## src/pks_pkg.sv

```systemverilog
package pks_pkg;

  localparam int unsigned KeyRegW  = 80;
  localparam int unsigned MasterW  = 24;
  localparam int unsigned SubkeyW  = 24;
  localparam int unsigned RoundW   = 4;
  localparam int unsigned RconW    = 5;
  localparam int unsigned SubkeyLo = 16;
  localparam int unsigned RconLo   = 15;
  localparam int unsigned RotRight = 19;

  localparam logic [RoundW-1:0] LAST_ROUND = 4'd10;

  typedef logic [KeyRegW-1:0] key_reg_t;
  typedef logic [RoundW-1:0]  round_t;

  // Four-bit substitution box applied to the top nibble of the key register.
  function automatic logic [3:0] sbox4(input logic [3:0] x);
    logic [3:0] y;
    case (x)
      4'h0:    y = 4'hC;
      4'h1:    y = 4'h5;
      4'h2:    y = 4'h6;
      4'h3:    y = 4'hB;
      4'h4:    y = 4'h9;
      4'h5:    y = 4'h0;
      4'h6:    y = 4'hA;
      4'h7:    y = 4'hD;
      4'h8:    y = 4'h3;
      4'h9:    y = 4'hE;
      4'hA:    y = 4'hF;
      4'hB:    y = 4'h8;
      4'hC:    y = 4'h4;
      4'hD:    y = 4'h7;
      4'hE:    y = 4'h1;
      4'hF:    y = 4'h2;
      default: y = 4'h0;
    endcase
    return y;
  endfunction

endpackage

```

## src/present24_key_schedule_unit.sv

```systemverilog
// Key schedule for a PRESENT-style cipher with a 24-bit master key.
// Input channel: in_valid/in_ready with in_master_key. Each accepted key
// is placed in bits 79..56 of an 80-bit key register, lower bits zero.
// Result channel: out_valid/out_ready with out_subkey, out_round_index and
// out_last. Every key yields eleven results, subkeys 0 through 10 in order,
// and out_last marks subkey 10. Subkey 0 is always zero.
// Flow: an accepted key is loaded into the key register, and each subkey
// then passes into the output register; one round is computed per cycle
// between the two while the output register can take it. A new key is
// taken in the same cycle that subkey 10 enters the output register, so
// keys can follow one another with no gap on the result channel.
// When the receiver stalls, the output register holds its result and the
// round sequencer waits; in_ready stays low until the last round is loaded.
// Reset (rst_n low at a clock edge) drops any run in progress and empties
// the output register; the block is ready for a key in the next cycle.
module present24_key_schedule_unit (
  input  logic        clk,
  input  logic        rst_n,
  input  logic        in_valid,
  output logic        in_ready,
  input  logic [23:0] in_master_key,
  output logic        out_valid,
  input  logic        out_ready,
  output logic [23:0] out_subkey,
  output logic [3:0]  out_round_index,
  output logic        out_last
);

  logic              busy_r, busy_nxt;
  pks_pkg::key_reg_t key_r, key_nxt;
  pks_pkg::round_t   rnd_r, rnd_nxt;
  pks_pkg::key_reg_t key_round;
  pks_pkg::round_t   rnd_inc;

  logic                        out_valid_r, out_valid_nxt;
  logic [pks_pkg::SubkeyW-1:0] out_subkey_r, out_subkey_nxt;
  pks_pkg::round_t             out_round_r, out_round_nxt;
  logic                        out_last_r, out_last_nxt;

  logic out_load;
  logic in_take;
  logic at_last;

  assign rnd_inc = rnd_r + 4'd1;
  assign at_last = (rnd_r == pks_pkg::LAST_ROUND);

  pks_round u_round (
    .key_i   (key_r),
    .round_i (rnd_inc),
    .key_o   (key_round)
  );

  assign out_load = busy_r && (!out_valid_r || out_ready);
  assign in_ready = !busy_r || (out_load && at_last);
  assign in_take  = in_valid && in_ready;

  always_comb begin
    busy_nxt = busy_r;
    key_nxt  = key_r;
    rnd_nxt  = rnd_r;
    if (in_take) begin
      busy_nxt = 1'b1;
      key_nxt  = {in_master_key, {(pks_pkg::KeyRegW - pks_pkg::MasterW){1'b0}}};
      rnd_nxt  = '0;
    end else if (out_load) begin
      key_nxt = key_round;
      rnd_nxt = rnd_inc;
      if (at_last) begin
        busy_nxt = 1'b0;
      end
    end
  end

  always_comb begin
    out_valid_nxt  = out_valid_r;
    out_subkey_nxt = out_subkey_r;
    out_round_nxt  = out_round_r;
    out_last_nxt   = out_last_r;
    if (out_load) begin
      out_valid_nxt  = 1'b1;
      out_subkey_nxt = key_r[pks_pkg::SubkeyLo +: pks_pkg::SubkeyW];
      out_round_nxt  = rnd_r;
      out_last_nxt   = at_last;
    end else if (out_ready) begin
      out_valid_nxt = 1'b0;
    end
  end

  always_ff @(posedge clk) begin
    if (!rst_n) begin
      busy_r      <= 1'b0;
      out_valid_r <= 1'b0;
    end else begin
      busy_r      <= busy_nxt;
      out_valid_r <= out_valid_nxt;
    end
  end

  always_ff @(posedge clk) begin
    key_r        <= key_nxt;
    rnd_r        <= rnd_nxt;
    out_subkey_r <= out_subkey_nxt;
    out_round_r  <= out_round_nxt;
    out_last_r   <= out_last_nxt;
  end

  assign out_valid       = out_valid_r;
  assign out_subkey      = out_subkey_r;
  assign out_round_index = out_round_r;
  assign out_last        = out_last_r;

endmodule

```

## src/pks_round.sv

```systemverilog
module pks_round (
  input  pks_pkg::key_reg_t key_i,
  input  pks_pkg::round_t   round_i,
  output pks_pkg::key_reg_t key_o
);

  pks_pkg::key_reg_t rot;
  pks_pkg::key_reg_t subst;
  logic [pks_pkg::RconW-1:0] rcon;

  // A left rotation by 61 is the same as a right rotation by 19.
  assign rot   = {key_i[pks_pkg::RotRight-1:0], key_i[pks_pkg::KeyRegW-1:pks_pkg::RotRight]};
  assign subst = {pks_pkg::sbox4(rot[pks_pkg::KeyRegW-1 -: 4]), rot[pks_pkg::KeyRegW-5:0]};
  assign rcon  = {1'b0, round_i};

  always_comb begin
    key_o = subst;
    key_o[pks_pkg::RconLo +: pks_pkg::RconW] = subst[pks_pkg::RconLo +: pks_pkg::RconW] ^ rcon;
  end

endmodule

```

## config.mk

```make
export PLATFORM = sky130hd
export DESIGN_NAME = present24_key_schedule_unit
export DESIGN_NICKNAME = d
export VERILOG_FILES = /design/src/pks_pkg.sv /design/src/present24_key_schedule_unit.sv /design/src/pks_round.sv
export SDC_FILE = /design/constraint.sdc
export NUM_CORES = 1
export LEC_CHECK = 0
export BUFFER_PORTS_ARGS = -buffer_cell sky130_fd_sc_hd__buf_4
export CORE_ASPECT_RATIO = 2
export CORE_MARGIN = 1.5
export CORE_UTILIZATION = 50
export CTS_BUF_LIST = sky130_fd_sc_hd__clkbuf_16
export DETAILED_ROUTE_END_ITERATION = 12
export HOLD_SLACK_MARGIN = 0.03
export PLACE_DENSITY = 0.74
export SLEW_MARGIN = 20
export SYNTH_ARGS = -nofsm -noshare
export SYNTH_HDL_FRONTEND = slang
export SYNTH_HIERARCHICAL = 1
export SYNTH_SLANG_ARGS = --single-unit
```

## constraint.sdc

```tcl
create_clock -name clk -period 4.6 [get_ports clk]
set_input_delay 1.15 -clock clk [delete_from_list [all_inputs] [get_ports clk]]
set_output_delay 1.15 -clock clk [all_outputs]
set_load 0.03 [all_outputs]
```

==> results.cfg <==
[run_status]
status = finished clean

[timing]
fin_skew_ps = 9.021
slew_viol_final = 0
slew_headroom_pct = 30.14
hold_viol_final = 0
tightest_slew_ps = 1048
period_needed_ps = 3184
clock.fmax_mhz = 314.0
final.period_utilization_pct = 69.22
setup_viol = 0
finalSetupTns_ps = 0
rsz0062_at_grt = no

[yosys]
synth_nets = 507
synth_edf_count = 53
synth_seq_area_share_pct = 55.31
synth_top_area_share_pct = 31.08
synth.avg_cell_area_um2 = 10.85
async_reset_ff_share_pct = 0
netlist_area_um2 = 5121
syn_inst = 472
yosys-top-cells-area = edfxtp_1 31%, dfxtp_1 24%, buf_4 11%
synth_flop_cell = dfxtp_1
ys_types = 39
synth_seq_cells = 115
synth_top_cell_by_area = edfxtp_1
yosys_warnings = 6

[clock_network]
cts_tree = built
insertion_delay_ps = 400
htreeDepth = 4
clk_pin_slew_ps = 50
cts-root-buf = clkbuf_16
cts_setup_buffers = 0
ctsHoldBuffers = 0
cts_sinks = 115
clockBufferDepth = 2
numCtsBuffers = 17
cts-resized-gates = 0

[placed_design]
gp_routability_congestion = 0.7646
dp_hpwl_mm = 6.092
io_buffers = 58
place_inst = 559

[routing]
dr.first_iter.drc_count = 175
dr_total_vias = 3261
drc = 0
routed_wl_mm = 9.629
drtAntennaViolNets = 0
first_pass_iters = 4
wl_per_cell_um = 16.29
routed_via_density = 5.518

[global_routing]
antenna_found_initial = 0
grt_pass1_vias = 3211
overflow = 0
grt_pass1_wl_mm = 15.41
grt_use_total_pct = 18.95
grt_max_degree = 84

[worst_hold_path]
min_path_type = flop to flop

[finish]
num-fill-cells = 894
layout_common_cells = 63 x buf_4, 61 x dfxtp_1, 60 x o21ai_0
layout-drive-gt1-share_pct = 25.00
fin_cells = 591
fin_nets = 478
area_growth_pct = 9.064
mostFrequentLayoutCell = buf_4
n_antenna_cell = 0

[setup_path]
cp-end-kind = output port
timing.critical_path.buf_inv = 2
path_cells = buf_4 -> nor2b_4 -> o21ai_0 -> buf_4
crit_slowest_cell = nor2b_4
critical_path.top_delay_family = buffers and inverters
arrival_ps = 2030
cpMostUsedCell = buf_4
cp_data_required_time_ps = 3450
path_max_fanout = 18
path_class = input pin to output port
slowest_delay_ps = 350
setup.worst_path.start_class = input pin

[die]
io_pins = 59
dieArea_um2 = 10900
start_util_pct = 51.11
die_h_um = 146.1
die_x_um = 74.56
coreArea_um2 = 10020
fp-row-count = 52

[power]
ir_worst_vdd_mv = 0.3375
p_total_mw = 2.723
p_per_area_nw_per_um2 = 487.5
cellLeakagePower_nw = 2.129

[job]
drv_cap = 0
-- synthesized netlist by cell type, types with 2 or more instances --
cell type,count
a22o_1,7
buf_6,5
a22o_2,17
o21ai_0,60
clkbuf_1,19
inv_1,6
buf_4,72
ha_1,7
buf_1,4
xor2_1,5
edfxtp_1,53
mux4_2,2
xnor2_1,2
a21oi_1,59
a21boi_0,2
nand3_1,58
buf_2,10
dfxtp_1,62
nand2b_1,2
-- layer usage --
| metal | vias to the layer above | part of all wire [%] | track usage, % |
|---|---|---|---|
| met5 | - | 0 | 0 |
| met4 | 0 | 2.4 | 9.091 |
| met3 | 17 | 5.1 | 5.728 |
| met2 | 125 | 54 | 30.76 |
| met1 | 1552 | 38 | 22.31 |
| li1 | 1567 | - | - |
-- layout make-up --
cell class / instances / area, um^2 / share of cell area, %
flip-flops and latches: 115 / 2834 / 50.74
multi-input cells: 238 / 1519 / 27.20
repair buffers: 63 / 473.0 / 8.468
clock buffers: 18 / 450.4 / 8.065
well taps: 135 / 168.9 / 3.024
clock inverters: 14 / 107.6 / 1.927
inverters: 8 / 32.53 / 0.5824
-- through the flow --
| step | cell area (um^2) | worst slack (ps) | utilization, % | hold slack, ps |
|---|---|---|---|---|
| 6_report | 5585 | 1416 | 55.74 | 458.3 |
| 5_1_grt | 5585 | 1359 | 55.74 | 471.1 |
| 4_1_cts | 5580 | 1432 | 55.69 | 460.6 |
| 3_5_place_dp | 5022 | 1389 | 50.12 | 446.5 |
| 3_3_place_gp | 5022 | 1451 | 50.12 | 443.1 |
| 2_1_floorplan | 5121 | 859.8 | - | 418.4 |
-- flip-flops by register name, indices dropped and copies added, names as in the netlist --
signal           cells
key_r               80
busy_r               1
out_valid            1
out_subkey          24
out_round_index      4
rnd_r                4
out_last             1
-- worst register-to-register path, cell delays in order, from the launching register on --
cell and delay, ps:
dfxtp_1 430, nor2b_4 430, buf_4 470, o31ai_4 90, or2_1 600
-- logic make-up (layout without fill, tap and decap cells) --
group / Yosys count / in the layout / synth area share [%]
AO/OA/AOI/OAI: 153 / 153 / 18.20
adder cells (fa/ha/maj): 7 / 7 / 1.710
flip-flops: 115 / 115 / 55.31
AND/OR/NAND/NOR: 68 / 68 / 7.281
XOR/XNOR: 7 / 7 / 1.197
buffers and inverters: 119 / 103 / 15.22
multiplexers: 3 / 3 / 1.075
-- path summary, 6_finish.rpt --
path	startpoint	endpoint	slack (ps)	cells after the start
worst max register to register	out_valid$_SDFFE_PN0P_	key_r[64]$_DFFE_PP_	2150	4
worst min-delay path	key_r[53]$_SDFFE_PP0N_	key_r[34]$_SDFFE_PP0N_	460	2
worst min register to register	key_r[53]$_SDFFE_PP0N_	key_r[34]$_SDFFE_PP0N_	460	2
worst max-delay path	out_ready	in_ready	1420	4
-- where the power goes --
group | internal, mW | switching (mW) | total [mW]
sequential | 1.17 | 0.0469 | 1.21
clock | 0.805 | 0.417 | 1.22
combinational | 0.111 | 0.177 | 0.287
total | 2.08 | 0.640 | 2.72
Power figures use the tool's default switching activity.
